File: config.mk
export PLATFORM = sky130hd
export DESIGN_NAME = ttb_front
export DESIGN_NICKNAME = d
export VERILOG_FILES = /design/src/sv/ttb_pkg.sv /design/src/sv/ttb_front.sv
export SDC_FILE = /design/constraint.sdc
export NUM_CORES = 2
export LEC_CHECK = 0
export ABC_CLOCK_PERIOD_IN_PS = 4200
export BUFFER_PORTS_ARGS = -buffer_cell sky130_fd_sc_hd__clkbuf_2
export CAP_MARGIN = 40
export CORE_MARGIN = 8
export CORE_UTILIZATION = 40
export CTS_CLUSTER_DIAMETER = 40
export DETAILED_ROUTE_END_ITERATION = 12
export HOLD_SLACK_MARGIN = 0.02
export PLACE_DENSITY_LB_ADDON = 0.25
export SYNTH_ARGS = -nofsm -noshare
export SYNTH_HDL_FRONTEND = slang
export SYNTH_SLANG_ARGS = --single-unit
File: constraint.sdc
create_clock -name i_clk -period 4.2 [get_ports i_clk]
set_clock_uncertainty 0.1 [all_clocks]
set_input_delay 0.63 -clock i_clk [delete_from_list [all_inputs] [get_ports i_clk]]
set_output_delay 0.63 -clock i_clk [all_outputs]
set_load 0.01 [all_outputs]
File: src/sv/ttb_pkg.sv
// Package for the triangle tangent/bitangent unit.
// Holds the constants, payload types, the queued job type, the sequencer states and a helper.
// No dependencies.
package ttb_pkg;

    localparam int QUEUE_DEPTH_DEF = 2;
    localparam int MUL_STEPS       = 14;
    localparam int DIV_STEPS       = 80;
    localparam int NUM_ACC         = 7;
    localparam int NUM_LANES       = 6;

    typedef struct packed {
        logic signed [31:0] pos_x;
        logic signed [31:0] pos_y;
        logic signed [31:0] pos_z;
        logic signed [31:0] tex_u;
        logic signed [31:0] tex_v;
    } t_in;

    typedef struct packed {
        logic signed [31:0] tangent_x;
        logic signed [31:0] tangent_y;
        logic signed [31:0] tangent_z;
        logic signed [31:0] bitangent_x;
        logic signed [31:0] bitangent_y;
        logic signed [31:0] bitangent_z;
        logic               degenerate;
    } t_out;

    typedef struct packed {
        logic signed [31:0] e1_x;
        logic signed [31:0] e1_y;
        logic signed [31:0] e1_z;
        logic signed [31:0] e2_x;
        logic signed [31:0] e2_y;
        logic signed [31:0] e2_z;
        logic signed [31:0] d1_u;
        logic signed [31:0] d1_v;
        logic signed [31:0] d2_u;
        logic signed [31:0] d2_v;
    } t_job;

    typedef enum logic [2:0] {
        ST_IDLE,
        ST_MUL,
        ST_PREP,
        ST_DIV,
        ST_DONE
    } t_state;

    // Subtract with saturation to signed 32 bits
    function automatic logic signed [31:0] sat_sub(input logic signed [31:0] a,
                                                    input logic signed [31:0] b);
        logic signed [32:0] d;
        d = 33'(a) - 33'(b);
        if (d > 33'sd2147483647) begin
            return 32'sh7FFFFFFF;
        end else if (d < -33'sd2147483648) begin
            return 32'sh80000000;
        end
        return d[31:0];
    endfunction

endpackage

File: src/sv/ttb_front.sv
// Front end: collects the corners of a triangle and forms edges and UV deltas.
// Depends on ttb_pkg.
module ttb_front (
    input  logic          i_clk,
    input  logic          i_rst_n,
    input  logic          i_valid,
    output logic          o_stall,
    input  ttb_pkg::t_in  i_data,
    output logic          o_push,
    output ttb_pkg::t_job o_job,
    input  logic          i_full
);
    import ttb_pkg::*;

    logic [1:0] r_cnt;
    t_in        r_c0;
    t_in        r_c1;
    logic       w_acc;

    assign o_stall = i_full;
    assign w_acc   = i_valid && !i_full;
    assign o_push  = w_acc && (r_cnt == 2'd2);

    // Count corners, restart after the third
    always_ff @(posedge i_clk) begin
        if (!i_rst_n) begin
            r_cnt <= 2'd0;
        end else if (w_acc) begin
            r_cnt <= (r_cnt == 2'd2) ? 2'd0 : r_cnt + 2'd1;
        end
    end

    // Hold the first two corners
    always_ff @(posedge i_clk) begin
        if (!i_rst_n) begin
            r_c0 <= '0;
            r_c1 <= '0;
        end else if (w_acc) begin
            if (r_cnt == 2'd0) begin
                r_c0 <= i_data;
            end
            if (r_cnt == 2'd1) begin
                r_c1 <= i_data;
            end
        end
    end

    // Form saturated edges and deltas
    always_comb begin
        o_job.e1_x = sat_sub(r_c1.pos_x, r_c0.pos_x);
        o_job.e1_y = sat_sub(r_c1.pos_y, r_c0.pos_y);
        o_job.e1_z = sat_sub(r_c1.pos_z, r_c0.pos_z);
        o_job.e2_x = sat_sub(i_data.pos_x, r_c0.pos_x);
        o_job.e2_y = sat_sub(i_data.pos_y, r_c0.pos_y);
        o_job.e2_z = sat_sub(i_data.pos_z, r_c0.pos_z);
        o_job.d1_u = sat_sub(r_c1.tex_u, r_c0.tex_u);
        o_job.d1_v = sat_sub(r_c1.tex_v, r_c0.tex_v);
        o_job.d2_u = sat_sub(i_data.tex_u, r_c0.tex_u);
        o_job.d2_v = sat_sub(i_data.tex_v, r_c0.tex_v);
    end

endmodule

Word-level counts from Yosys, hierarchy flattened. Index checks and enable logic that the tools add are counted.

Output and inout port bits: 322. Bits of input ports: 164. Bits in registers: 322. Word-level logic and storage cells: 101.

Eq/ne operators: 2. Magnitude comparators: 20. Add/subtract/negate cells: 11. Multiplexer cells: 51. Reductions and logical operators: 6.

Operators by type and width (count): 32-bit two-way mux (30); 33-bit by 32-bit greater-than comparator with 1-bit output (second input constant) (10); 33-bit by 32-bit less-than comparator with 1-bit output (second input constant) (10); 32-bit by 32-bit subtractor with 33-bit output (10); 1-bit two-way mux (20); 2-bit AND reduction (2); 2-bit by 1-bit adder with 2-bit output (second input constant) (1); 2-bit by 1-bit equality test with 1-bit output (second input constant) (1); 2-bit equality test (second input constant) (1); 1-bit logical AND (2); 2-bit zero test (1); 2-bit two-way mux (1); 1-bit zero test (1).

Depth between registers and ports, before layout.
Word-level depth: 5. Mapped depth: 17.

Worst setup path after synthesis. OpenSTA, ideal clock, no wires.

Kind: in2out. Start: input i_data[32] (netlist name). End: output o_job[58] (netlist name). Buffers on the path: 0. Data arrival time: 3.580 ns. Stages on the path: 15. Slack: -0.110 ns. Data required time: 3.470 ns. Cell sequence: inv_1 -> ha_1 -> inv_1 -> fa_1 -> a21o_1 -> a21oi_1 -> nor2_1 -> o31a_1 -> a41oi_2 -> o31ai_1 -> a21o_1 -> a21oi_2 -> nor2_1 -> a311o_1 -> maj3_1.

RTL lines: from (decl) (RTL line ttb_front.sv:8) `input ttb_pkg::t_in i_data,`; to (decl) (RTL line ttb_front.sv:10) `output ttb_pkg::t_job o_job,`.

==> impl_metrics.tcl <==
set metrics [dict create \
    min_path_type "primary input to register" \
    unrepaired_setup_endpoints_after_global_routing "yes" \
    synth-warning-count 0 \
    hold_path_end "r_c1[146]" \
    timing.hold.worst_path_depth 3 \
    yosys_most_used_dff "dfxtp_1" \
    worst_r2r_path_depth 4 \
    standard_cell_core_area_mm2 0.0758 \
    grt_antenna_before_repair 16 \
    routed_wl_um 120000 \
    post-place-cells 5884 \
    cts_buffer_depth 3 \
    placement.io_buffers 485 \
    cpMostUsedCell "o21ai_2" \
    run_status "complete, but fails checks" \
    criticalPathCategory "register to output pin" \
    htree_levels 3 \
    final_area_mm2 0.0456 \
    power.leakage_nw 19.8 \
    failed_checks "negative setup slack" \
    ir_drop_uv 312 \
    tightest_slew_ns 1.02 \
    dpl_cell_area_mm2 0.0371 \
    syn-instance-count 4173 \
    count_of_endpoints_failing_setup_in_the_final_report 317 \
    yosys_register_bits 322 \
    syn_to_final_growth_pct 49.3 \
    crit_buf_inv 9 \
    maxClockFrequency_ghz 0.207 \
    overflow 0 \
    finalCriticalPeriod_ns 4.83 \
    min_period_over_period 1.15 \
    timing.slew.headroom 0.320 \
    setup.worst_path.start_class "register" \
    net_count_after_synthesis 4667 \
    antenna_left 0 \
    path_depth 21 \
    finalHoldViolations 0 \
    synth_area_per_cell_um2 7.32 \
    power_density_of_the_placed_cells_mw_per_mm2 427 \
    detailedRoute.firstPassIterationCount 6 \
    mappedNetlistArea_mm2 0.0305 \
    placementRows 101 \
    vias 34100 \
    clock_latency_ns 0.58 \
    grt_first_pass_wirelength_um 180000 \
    final_critical_path_setup_slack_ns -0.634 \
    layout.cells.most_common "nand2_1" \
    ctsRootBufferMaster "clkbuf_16" \
    r2r-start "r_cnt[0]" \
    num-nets-final 5672 \
    effective_utilization_at_floorplan 0.403 \
    vias_in_the_first_global_route 32900 \
    terminus_of_the_critical_flop_to_flop_path "r_c0[139]" \
    fin_setup_tns_ns -133.33 \
    tritoncts_clock_tree "done" \
    post-place-ws_ns -0.802 \
    grt.total_usage 0.256 \
    floorplan.die_area_mm2 0.0855 \
    routedWlPerCell_um 19.2 \
    viasPerCell 5.49 \
    synth-seq-area-share 0.211 \
    design.portCount 486 \
    dp_hpwl_um 84700 \
    crit_required_ns 3.47 \
    reg2reg_slack_ns 2.09 \
    timing.max_cap.violations 0 \
    floorplan.die.height_um 292 \
    timing.critical_path.cells "inv_2 -> buf_6 -> buf_4 -> buf_4 -> fa_2 -> a21o_1 -> a21oi_2 -> o21ai_2 -> a41oi_4 -> o31ai_4 -> a21oi_4 -> o21ai_2 -> nand4_1 -> a32oi_4 -> buf_6 -> nor2_4 -> buf_12 -> buf_12 -> buf_16 -> o21ai_2 -> buf_2" \
    critPathMaxFanout 6 \
    critical_path.top_delay_family "compound AO/OA/AOI/OAI gates" \
    synth_edf_count 0 \
    layout_common_cells "nand2_1, buf_4, a21boi_0, dfxtp_1, ha_1" \
    cts_made_buffers 69 \
    cts.sinks 322 \
    post-route-drc-count 0 \
    first_iter_violations 2018 \
    crit_path_end_kind "output pin" \
    fp.dieW_um 292 \
    hold_path_startpoint "i_data[146]" \
    arrival_ns 4.10 \
    final-instance-count-excl-fill 6224 \
    synth_cell_types 84 \
    postSynth.asyncResetShare 0 \
    cts_hold_buf 0 \
    grt_start_max_net_pins 162 \
    timing_max_transition_violations_final 0 \
    drive_above_1_share 0.344 \
    max_stage_delay_ns 0.36 \
    place.gp.congestion 0.951 \
    clk_transition_reported_paths_ns 0.05 \
    crit_path_top_delay_cell "o31ai_4" \
    layout.core_utilization 0.602 \
]
==> registers in the layout (all words and copies together) (netlist names) <==
register / cells
r_cnt: 2
r_c1: 160
r_c0: 160
==> cells in the mapped netlist, types with 37 or more instances <==
master,number,area share
nand2_1,800,0.098
a21oi_1,394,0.065
a21boi_0,327,0.080
dfxtp_1,322,0.21
ha_1,320,0.13
inv_1,261,0.032
o21ai_0,228,0.037
a21o_1,186,0.046
xnor2_1,175,0.050
clkbuf_1,161,0.020
nor2_1,140,0.017
xor2_1,98,0.028
o21a_1,72,0.018
maj3_1,65,0.021
nand3_1,61,0.010
nand2b_1,51,0.010
nor2b_1,44,0.0090
a31oi_1,39,0.0080
nor3_1,37,0.0061
o21bai_1,37,0.0091
==> kinds of logic after synthesis <==
logic type                 Yosys count  synth area share
AOI/OAI and AO/OA                 1471             0.316
muxes                                1          0.000328
DFF                                322             0.211
buffers and inverters              461            0.0581
xor gates and xnor gates           274            0.0788
adders and majority gates          395             0.159
and+or+nand+nor                   1249             0.177
==> worst max path at each step <==
stage	from	to
floorplan	i_data[32]	o_job[58]
global placement	i_data[128]	o_job[220]
detailed placement	i_data[128]	o_job[220]
CTS	r_c0[64]	o_job[133]
global route	r_c0[129]	o_job[212]
finish	r_c0[129]	o_job[198]
==> tightest hold or removal path: cells and delay by family <==
kind	cells	cell delay, ns
AOI/OAI and AO/OA	1	0.06
and+or+nand+nor	1	0.05
buffers and inverters	1	0.10
==> through the flow <==
stage,power (mW),hold slack (ns)
detailed placement,11.0,0.356
global route,20.4,0.183
finish,19.5,0.203
floorplan,7.59,0.343
CTS,18.2,0.163
global placement,11.0,0.349
==> final cells by class <==
class | instances | area (um^2)
antenna | 14 | 35.0
clock buffer | 81 | 1830
clock inverter | 44 | 542
fill | 6596 | 30200
inverter | 261 | 992
multi-input combinational | 3393 | 25100
sequential | 322 | 6470
tap | 978 | 1220
timing repair buffer | 1131 | 9420
==> what timing repair did <==
item	4_1_cts	5_1_grt
gates cloned	27	8
resized for setup	547	658
pin swaps	185	174
endpoints found under the setup margin	320	320
setup buffers	116	79
==> routing by layer <==
| layer | vias up | track usage | share of wire |
|---|---|---|---|
| li1 | 16700 | - | - |
| met1 | 16200 | 0.320 | 0.43 |
| met2 | 1013 | 0.432 | 0.47 |
| met3 | 278 | 0.0466 | 0.060 |
| met4 | 4 | 0.106 | 0.042 |
| met5 | - | 0 | 0.00019 |
==> where the power goes <==
group / internal, mW / switching [mW]
Sequential: 3.16 / 0.0553
Clock: 3.61 / 1.97
Combinational: 5.19 / 5.50
Total: 12.0 / 7.53
No activity file was read; power rests on OpenSTA's default activity.
