### src/sv/ttb_pkg.sv
// Package for the triangle tangent/bitangent unit.
// Holds the constants, payload types, the queued job type, the sequencer states and a helper.
// No dependencies.
package ttb_pkg;

    localparam int QUEUE_DEPTH_DEF = 2;
    localparam int MUL_STEPS       = 14;
    localparam int DIV_STEPS       = 80;
    localparam int NUM_ACC         = 7;
    localparam int NUM_LANES       = 6;

    typedef struct packed {
        logic signed [31:0] pos_x;
        logic signed [31:0] pos_y;
        logic signed [31:0] pos_z;
        logic signed [31:0] tex_u;
        logic signed [31:0] tex_v;
    } t_in;

    typedef struct packed {
        logic signed [31:0] tangent_x;
        logic signed [31:0] tangent_y;
        logic signed [31:0] tangent_z;
        logic signed [31:0] bitangent_x;
        logic signed [31:0] bitangent_y;
        logic signed [31:0] bitangent_z;
        logic               degenerate;
    } t_out;

    typedef struct packed {
        logic signed [31:0] e1_x;
        logic signed [31:0] e1_y;
        logic signed [31:0] e1_z;
        logic signed [31:0] e2_x;
        logic signed [31:0] e2_y;
        logic signed [31:0] e2_z;
        logic signed [31:0] d1_u;
        logic signed [31:0] d1_v;
        logic signed [31:0] d2_u;
        logic signed [31:0] d2_v;
    } t_job;

    typedef enum logic [2:0] {
        ST_IDLE,
        ST_MUL,
        ST_PREP,
        ST_DIV,
        ST_DONE
    } t_state;

    // Subtract with saturation to signed 32 bits
    function automatic logic signed [31:0] sat_sub(input logic signed [31:0] a,
                                                    input logic signed [31:0] b);
        logic signed [32:0] d;
        d = 33'(a) - 33'(b);
        if (d > 33'sd2147483647) begin
            return 32'sh7FFFFFFF;
        end else if (d < -33'sd2147483648) begin
            return 32'sh80000000;
        end
        return d[31:0];
    endfunction

endpackage

### src/sv/ttb_queue.sv
// Short queue of triangle jobs between the front and back ends.
// Depends on ttb_pkg.
module ttb_queue #(
    parameter int DEPTH = ttb_pkg::QUEUE_DEPTH_DEF
) (
    input  logic          i_clk,
    input  logic          i_rst_n,
    input  logic          i_push,
    input  ttb_pkg::t_job i_job,
    output logic          o_full,
    output logic          o_valid,
    output ttb_pkg::t_job o_job,
    input  logic          i_pop
);
    import ttb_pkg::*;

    localparam int PW = (DEPTH > 1) ? $clog2(DEPTH) : 1;
    localparam int CW = $clog2(DEPTH + 1);

    t_job          r_mem [DEPTH];
    logic [PW-1:0] r_wr;
    logic [PW-1:0] r_rd;
    logic [CW-1:0] r_cnt;
    logic          w_push;
    logic          w_pop;

    assign o_full  = (r_cnt == CW'(DEPTH));
    assign o_valid = (r_cnt != '0);
    assign o_job   = r_mem[r_rd];
    assign w_push  = i_push && !o_full;
    assign w_pop   = i_pop && o_valid;

    // Store a job
    always_ff @(posedge i_clk) begin
        if (w_push) begin
            r_mem[r_wr] <= i_job;
        end
    end

    // Advance pointers and count
    always_ff @(posedge i_clk) begin
        if (!i_rst_n) begin
            r_wr  <= '0;
            r_rd  <= '0;
            r_cnt <= '0;
        end else begin
            if (w_push) begin
                r_wr <= (r_wr == PW'(DEPTH - 1)) ? '0 : r_wr + 1'b1;
            end
            if (w_pop) begin
                r_rd <= (r_rd == PW'(DEPTH - 1)) ? '0 : r_rd + 1'b1;
            end
            if (w_push && !w_pop) begin
                r_cnt <= r_cnt + 1'b1;
            end else if (w_pop && !w_push) begin
                r_cnt <= r_cnt - 1'b1;
            end
        end
    end

endmodule

### config.mk
export PLATFORM = sky130hd
export DESIGN_NAME = ttb_queue
export DESIGN_NICKNAME = d
export VERILOG_FILES = /design/src/sv/ttb_pkg.sv /design/src/sv/ttb_queue.sv
export SDC_FILE = /design/constraint.sdc
export NUM_CORES = 1
export LEC_CHECK = 0
export ABC_AREA = 1
export BUFFER_PORTS_ARGS = -buffer_cell sky130_fd_sc_hd__buf_4
export CAP_MARGIN = 20
export CORE_ASPECT_RATIO = 1.2
export CORE_UTILIZATION = 27
export CTS_CLUSTER_SIZE = 40
export DETAILED_ROUTE_END_ITERATION = 6
export GPL_ROUTABILITY_DRIVEN = 0
export HOLD_SLACK_MARGIN = 0.03
export SETUP_SLACK_MARGIN = 0.1
export SYNTH_ARGS = -nofsm -noshare
export SYNTH_HDL_FRONTEND = slang
export SYNTH_SLANG_ARGS = --single-unit
export TNS_END_PERCENT = 1
### constraint.sdc
create_clock -name i_clk -period 27.6 [get_ports i_clk]
set_clock_uncertainty 0.1 [all_clocks]
set_input_delay 2.76 -clock i_clk [delete_from_list [all_inputs] [get_ports i_clk]]
set_output_delay 2.76 -clock i_clk [all_outputs]
set_load 0.05 [all_outputs]
**Word level (Yosys, flattened, before mapping)**

Memories as Yosys holds them, arrays and structs flattened. A register that Yosys moved wholly into a read port is not among the register bits.
Index checks and enable logic that the tools add are counted.

- Bits in registers: 4
- Memories: 1
- Bits in writable memories: 640
- Output and inout port bits: 322

Memories:

| memory | depth | width | read ports | clocked after Yosys merged registers in | write ports | RTL line | source |
|---|---|---|---|---|---|---|---|
| r_mem | 2 | 320 | 1 | 1 | 1 | ttb_queue.sv:20 | `t_job r_mem [DEPTH];` |

- Add/sub/neg operators: 4
- Muxes and demuxes: 8
- Reductions and logical operators: 9
- Equal/unequal tests: 1

Operators with widths:

| operator | number |
|---|---|
| 1-bit two-way mux | 6 |
| 1-bit logical AND | 4 |
| 2-bit two-way mux | 2 |
| 2-bit nonzero test | 2 |
| 1-bit logical NOT | 3 |
| 1-bit adder, second input constant | 2 |
| 2-bit by 1-bit adder with 2-bit output, second input constant | 1 |
| 2-bit equality test, second input constant | 1 |
| 2-bit by 1-bit subtractor with 2-bit output, second input constant | 1 |

**Logic depth before layout (Yosys ltp)**

Gate-level depths: netlist of the first run.

- Depth in word-level cells: 7
- Depth in mapped cells: 10
- Gate-level depth less buffers: 10

**Worst setup path after synthesis of the first run**

No wires, ideal clock.

- Path kind: input to register
- Start point: in i_push
- End point: mem r_mem[0][0] in the netlist's numbering, enable pin
- Slack: 10.331 ns
- Arrival time: 16.159 ns
- Buffers on the path: 0
- Data required time: 26.490 ns
- Cell stages on the path: 2
- Path through: o21ai_0 -> nor2_1

- Longest elaborated chain between the ends: 3

RTL lines:

| what | RTL line | source |
|---|---|---|
| start, declared | ttb_queue.sv:8 | `input logic i_push,` |
| 1-bit logical AND | ttb_queue.sv:30 | `assign w_push = i_push && !o_full;` |
| 1-bit two-way mux | ttb_queue.sv:35 | `if (w_push) begin` |
| 1-bit two-way mux (not written as such) | ttb_queue.sv:36 | `r_mem[r_wr] <= i_job;` |
| end, declared | ttb_queue.sv:20 |  |

Every way passes these cells.

==> flow_summary_export.csv, run 1 <==
group,metric,value,unit
clock_network,cts_sinks,645,
layout,nNetsFinal,2054,
worst_setup_path,crit_chain,"buf_4 -> buf_4 -> buf_4 -> mux2_4 -> buf_4",
clock_network,cts_buffers,69,
clock_network,cts_hold_buf,0,
detailed_routing,routed_wirelength,59500,um
power,p_per_area,102,mW/mm2
detailed_routing,wl_per_cell,19.8,um
yosys,syn_area_per_cell,24.1,um2
clock_network,clkTransAtPathRegs,0.06,ns
clock_network,cts_tree,"yes",
place,io_buffers,645,
yosys,syn_area,0.0249,mm2
worst_setup_path,critPathLaunchType,"register",
die,die_width,279,um
global_route,grt_pass1_vias,13300,
worst_setup_path,cp_common_cell,"buf_4",
timing,drv_slew,0,
timing,tns,0,ns
yosys,synth_warnings,0,
yosys,synth_seq_area_share,77.7,%
layout,final_common_cell,"buf_4",
place,dp_slack,20.36,ns
detailed_routing,via_count,12200,
clock_network,cts_resized,0,
global_route,track_usage,12.2,%
worst_setup_path,crit_fanout,60,
clock_network,clkLatencyLatePin,0.59,ns
layout,area_growth,32.5,%
timing,final-setup-viol-count,0,
yosys,syn-num-nets,1358,
yosys,synth.ff_latch_count,645,
layout,fillCellCount,8449,
layout,post-route-cell-area,0.0330,mm2
status,status,"complete, no violations",
global_route,grt_pass1_wl,84300,um
clock_network,htree_levels,3,
place,hpwl,42600,um
global_route,grt.overflow.total,0,
worst_setup_path,slowest_delay,1.06,ns
timing,fin_crit,7.87,ns
timing,worst_pin_slew,1.10,ns
place,dp_cells,2886,
detailed_routing,dr.pass1.iters,4,
detailed_routing,drt_iter0_drc,631,
die,core_area,0.0910,mm2
layout,drive_above_1_share,60.9,%
die,die-height,334,um
die,start_util,27.3,%
worst_setup_path,crit_type,"register to primary output",
power,leakagePower,12.6,nW
worst_setup_path,required,24.74,ns
worst_setup_path,cp.depth,5,
die,die_area,0.0933,mm2
die,rows,121,
layout,register_area,0.0193,mm2
worst_setup_path,cp_top_family,"buffers and inverters",
clock_network,root_buffer,"clkbuf_16",
clock_network,cts_buffer_depth,3,
layout,instances_no_fill,3013,
yosys,synthCells,1033,
timing,fmax,0.127,GHz
place,postPlaceCellArea,0.0307,mm2
worst_setup_path,slowest_stage,"dfxtp_4",
global_route,grt_max_degree,111,
worst_hold_path,hold_depth,2,
run,drv_cap,0,
layout,final_cell_mix,"658 x buf_4, 640 x edfxtp_1, 300 x mux2_4",
timing,finalCritPeriodShare,28.5,%
worst_setup_path,crit_path_end_kind,"primary output",
detailed_routing,viasPerCell,4.03,
timing,fin_ws,19.73,ns
worst_hold_path,hp-class,"register to register",
power,peakVddDrop,64.7,uV
global_route,antenna_found_initial,4,
detailed_routing,drc,0,
detailed_routing,ant_nets,0,
yosys,ys_types,16,
die,ios,646,
timing,max-slew-margin-rel,27.0,%
worst_setup_path,worstPathArrival,5.01,ns
layout,multi_input_area,0.00486,mm2
timing,hold_viol,0,
worst_setup_path,ff2ff_path_depth,6,
timing,rsz0062_at_grt,"no",
worst_setup_path,cp_num_buf_inv,4,
clock_network,cts_setup_buffers,0,
## kinds of logic after synthesis
| logic type | Yosys count | synth area share, % |
|---|---|---|
| AO/OA/AOI/OAI | 5 | 0.111 |
| AND/OR/NAND/NOR | 18 | 0.287 |
| buffers and inverters | 44 | 2.86 |
| adder cells (fa/ha/maj) | 1 | 0.0503 |
| multiplexers | 320 | 19.0 |
| flip-flops | 645 | 77.7 |
## per-layer routing
layer,part of all wire (%),track usage (%)
met1,34,12.0
met2,55,22.9
met3,7.6,4.03
met4,3.3,5.11
met5,0.039,0
## tightest hold or removal path, cell delays in order, from the launching register on
cell and delay [ns]:
dfxtp_1 0.33, nor2_1 0.06, nor2_1 0.09
## final timing paths
path | from | end | slack, ns
setup / recovery | register | o_job[212] | 19.73
hold / removal | r_rd | register | 0.42
setup reg to reg | r_cnt[1] | r_mem[0][197] | 23.85
hold reg to reg | r_rd | register | 0.42
## power by group
| group | total [mW] | internal (mW) | switching (mW) |
|---|---|---|---|
| Sequential | 1.29 | 1.24 | 0.0502 |
| Combinational | 1.19 | 0.424 | 0.764 |
| Clock | 0.895 | 0.514 | 0.381 |
## cell usage after synthesis, drive strengths merged
master	count	area, um2
edfxtp	640	19200
mux2	320	4730
buf	36	682
nor2	9	33.8
inv	8	30.0
nand2	7	26.3
dfxtp	5	100
o21ai	3	15.0
a21oi	1	5.00
ha	1	12.5
nand3	1	5.00
nand4	1	6.26
o21a	1	7.51
## per-stage QoR
stage	utilization (%)	total power [mW]	hold slack, ns
after floorplan	-	2.29	0.367
after global placement	33.7	2.50	0.387
after detailed placement	33.7	2.51	0.397
after CTS	36.2	3.42	0.411
after global routing	36.2	3.49	0.454
final	36.2	3.37	0.416
## sequential cells by signal (all words and copies together) (netlist names), named ones only
register / count
r_cnt: 2
r_wr: 1
r_rd: 1
r_mem: 640
## final cells by class
| cell class | instances | share of cell area [%] |
|---|---|---|
| diodes | 1 | 0.00759 |
| clock buffers | 88 | 5.68 |
| clock inverters | 36 | 1.02 |
| inverters | 8 | 0.0911 |
| multi-input cells | 344 | 14.7 |
| flip-flops and latches | 645 | 58.6 |
| well taps | 1230 | 4.67 |
| repair buffers | 661 | 15.2 |
Power figures use the tool's default switching activity.
==> run 2: changes to the inputs <==
==> constraint.sdc (replaced) <==
create_clock -name i_clk -period 6.32 [get_ports i_clk]
set_clock_uncertainty 0.1 [all_clocks]
set_input_delay 0.632 -clock i_clk [delete_from_list [all_inputs] [get_ports i_clk]]
set_output_delay 0.632 -clock i_clk [all_outputs]
set_load 0.05 [all_outputs]
==> run 2 against run 1 <==
  * Combinational power grew to 4.4 times the previous value
  * Count of clock-buffer cells in the layout unchanged
  * Die area unchanged
  * Clock power grew to 4.5 times the previous value
  * First-iteration DRC count is 9.0% lower
  * Worst setup slack worse by 17 ns
  * Sequential share of layout area shrank 0.22 points
  * Final area increased by 0.37%
  * Final cell count rose by 0.20%
  * Routed wire length shrank 0.67%
  * Critical path type unchanged
==> flow_summary_export.csv, run 2 (same netlist as run 1, synthesis figures left out) <==
group,metric,value,unit
status,status,"complete, no violations",
worst_setup_path,critPathLaunchType,"register",
run,drv_cap,0,
timing,fmax,0.283,GHz
timing,finalCritPeriodShare,55.9,%
clock_network,cts_hold_buf,0,
layout,largestRegisters,"r_mem: 640 flops, r_cnt: 2 flops",
detailed_routing,drt_iter0_drc,574,
die,core_area,0.0910,mm2
timing,rsz0062_at_grt,"no",
layout,nNetsFinal,2056,
layout,area_growth,33.0,%
detailed_routing,viasPerCell,4.05,
layout,final_common_cell,"buf_4",
place,io_buffers,645,
layout,fillCellCount,8510,
timing,max-slew-margin-rel,16.8,%
worst_hold_path,hp-class,"primary input to register",
clock_network,root_buffer,"clkbuf_16",
die,start_util,27.3,%
detailed_routing,ant_nets,0,
layout,post-route-cell-area,0.0331,mm2
clock_network,clkLatencyLatePin,0.60,ns
layout,largest_reg_flops,640,
layout,multi_input_area,0.00486,mm2
detailed_routing,dr.pass1.iters,4,
global_route,grt_pass1_vias,13200,
layout,largest_register,"r_mem",
detailed_routing,drc,0,
global_route,track_usage,12.1,%
clock_network,cts_sinks,645,
detailed_routing,wl_per_cell,19.6,um
timing,fin_ws,2.79,ns
place,postPlaceCellArea,0.0308,mm2
global_route,grt.overflow.total,0,
power,leakagePower,12.7,nW
clock_network,htree_levels,3,
clock_network,cts_buffers,71,
timing,final-setup-viol-count,0,
die,rows,121,
layout,instances_no_fill,3019,
layout,drive_above_1_share,60.9,%
power,peakVddDrop,244,uV
timing,worst_pin_slew,1.25,ns
timing,drv_slew,0,
die,die-height,334,um
global_route,grt_pass1_wl,83800,um
global_route,grt_max_degree,152,
die,die_area,0.0933,mm2
clock_network,cts_buffer_depth,3,
timing,holdWs,0.102,ns
clock_network,cts_tree,"yes",
layout,final_cell_mix,"655 x buf_4, 640 x edfxtp_1, 300 x mux2_4",
place,dp_cells,2888,
clock_network,cts_resized,0,
global_route,antenna_found_initial,10,
die,die_width,279,um
timing,hold_viol,0,
place,dp_slack,3.28,ns
worst_setup_path,worstPathArrival,2.80,ns
detailed_routing,via_count,12200,
layout,register_area,0.0193,mm2
worst_setup_path,crit_fanout,105,
clock_network,clkTransAtPathRegs,0.07,ns
power,fin_total_pwr,14.9,mW
place,hpwl,41200,um
worst_setup_path,crit_type,"register to primary output",
timing,fin_crit,3.53,ns
worst_setup_path,required,5.59,ns
detailed_routing,routed_wirelength,59100,um
worst_setup_path,crit_path_end_kind,"primary output",
power,p_per_area,450,mW/mm2
clock_network,cts_setup_buffers,0,
die,ios,646,
## run 2: critical path, cell delays in order (launching register included)
cell	delay, ns
dfxtp_4	0.81
buf_12	0.63
mux2_2	0.42
buf_4	0.19
## run 2: power by group
group	total [mW]	internal, mW	leakage (nW)	switching, mW
logic	5.23	1.85	5.53	3.38
registers	5.60	5.42	6.01	0.174
clock network	4.04	2.35	1.11	1.69
total	14.9	9.63	12.7	5.24
## run 2: layout make-up
cell class                 count  area share [%]
clock inverter                41            1.23
antenna                        2          0.0151
clock buffer                  88            5.69
multi-input combinational    344            14.7
tap                         1230            4.65
sequential                   645            58.4
timing repair buffer         661            15.2
inverter                       8          0.0908
## run 2: per-stage QoR
stage | setup TNS, ns | utilization, %
after detailed placement | 0 | 33.8
final | 0 | 36.4
after floorplan | -2195.00 | -
after global routing | 0 | 36.4
after global placement | 0 | 33.8
after CTS | 0 | 36.3
## run 2: worst paths after layout
check	startpoint	to	slack (ns)	cells after the start
worst max-delay path	register	o_job[315]	2.79	3
worst min register to register	r_rd	r_rd	0.40	2
worst min-delay path	i_job[180]	r_mem[1][180]	0.10	1
worst max register to register	r_cnt[0]	r_mem[0][81]	3.47	3
## run 2: layer usage
layer	part of all wire [%]	up-vias	GRT usage [%]
li1	-	5518	-
met1	36	6137	12.7
met2	51	426	21.3
met3	8.9	139	4.97
met4	3.6	16	5.42
met5	0.20	-	0
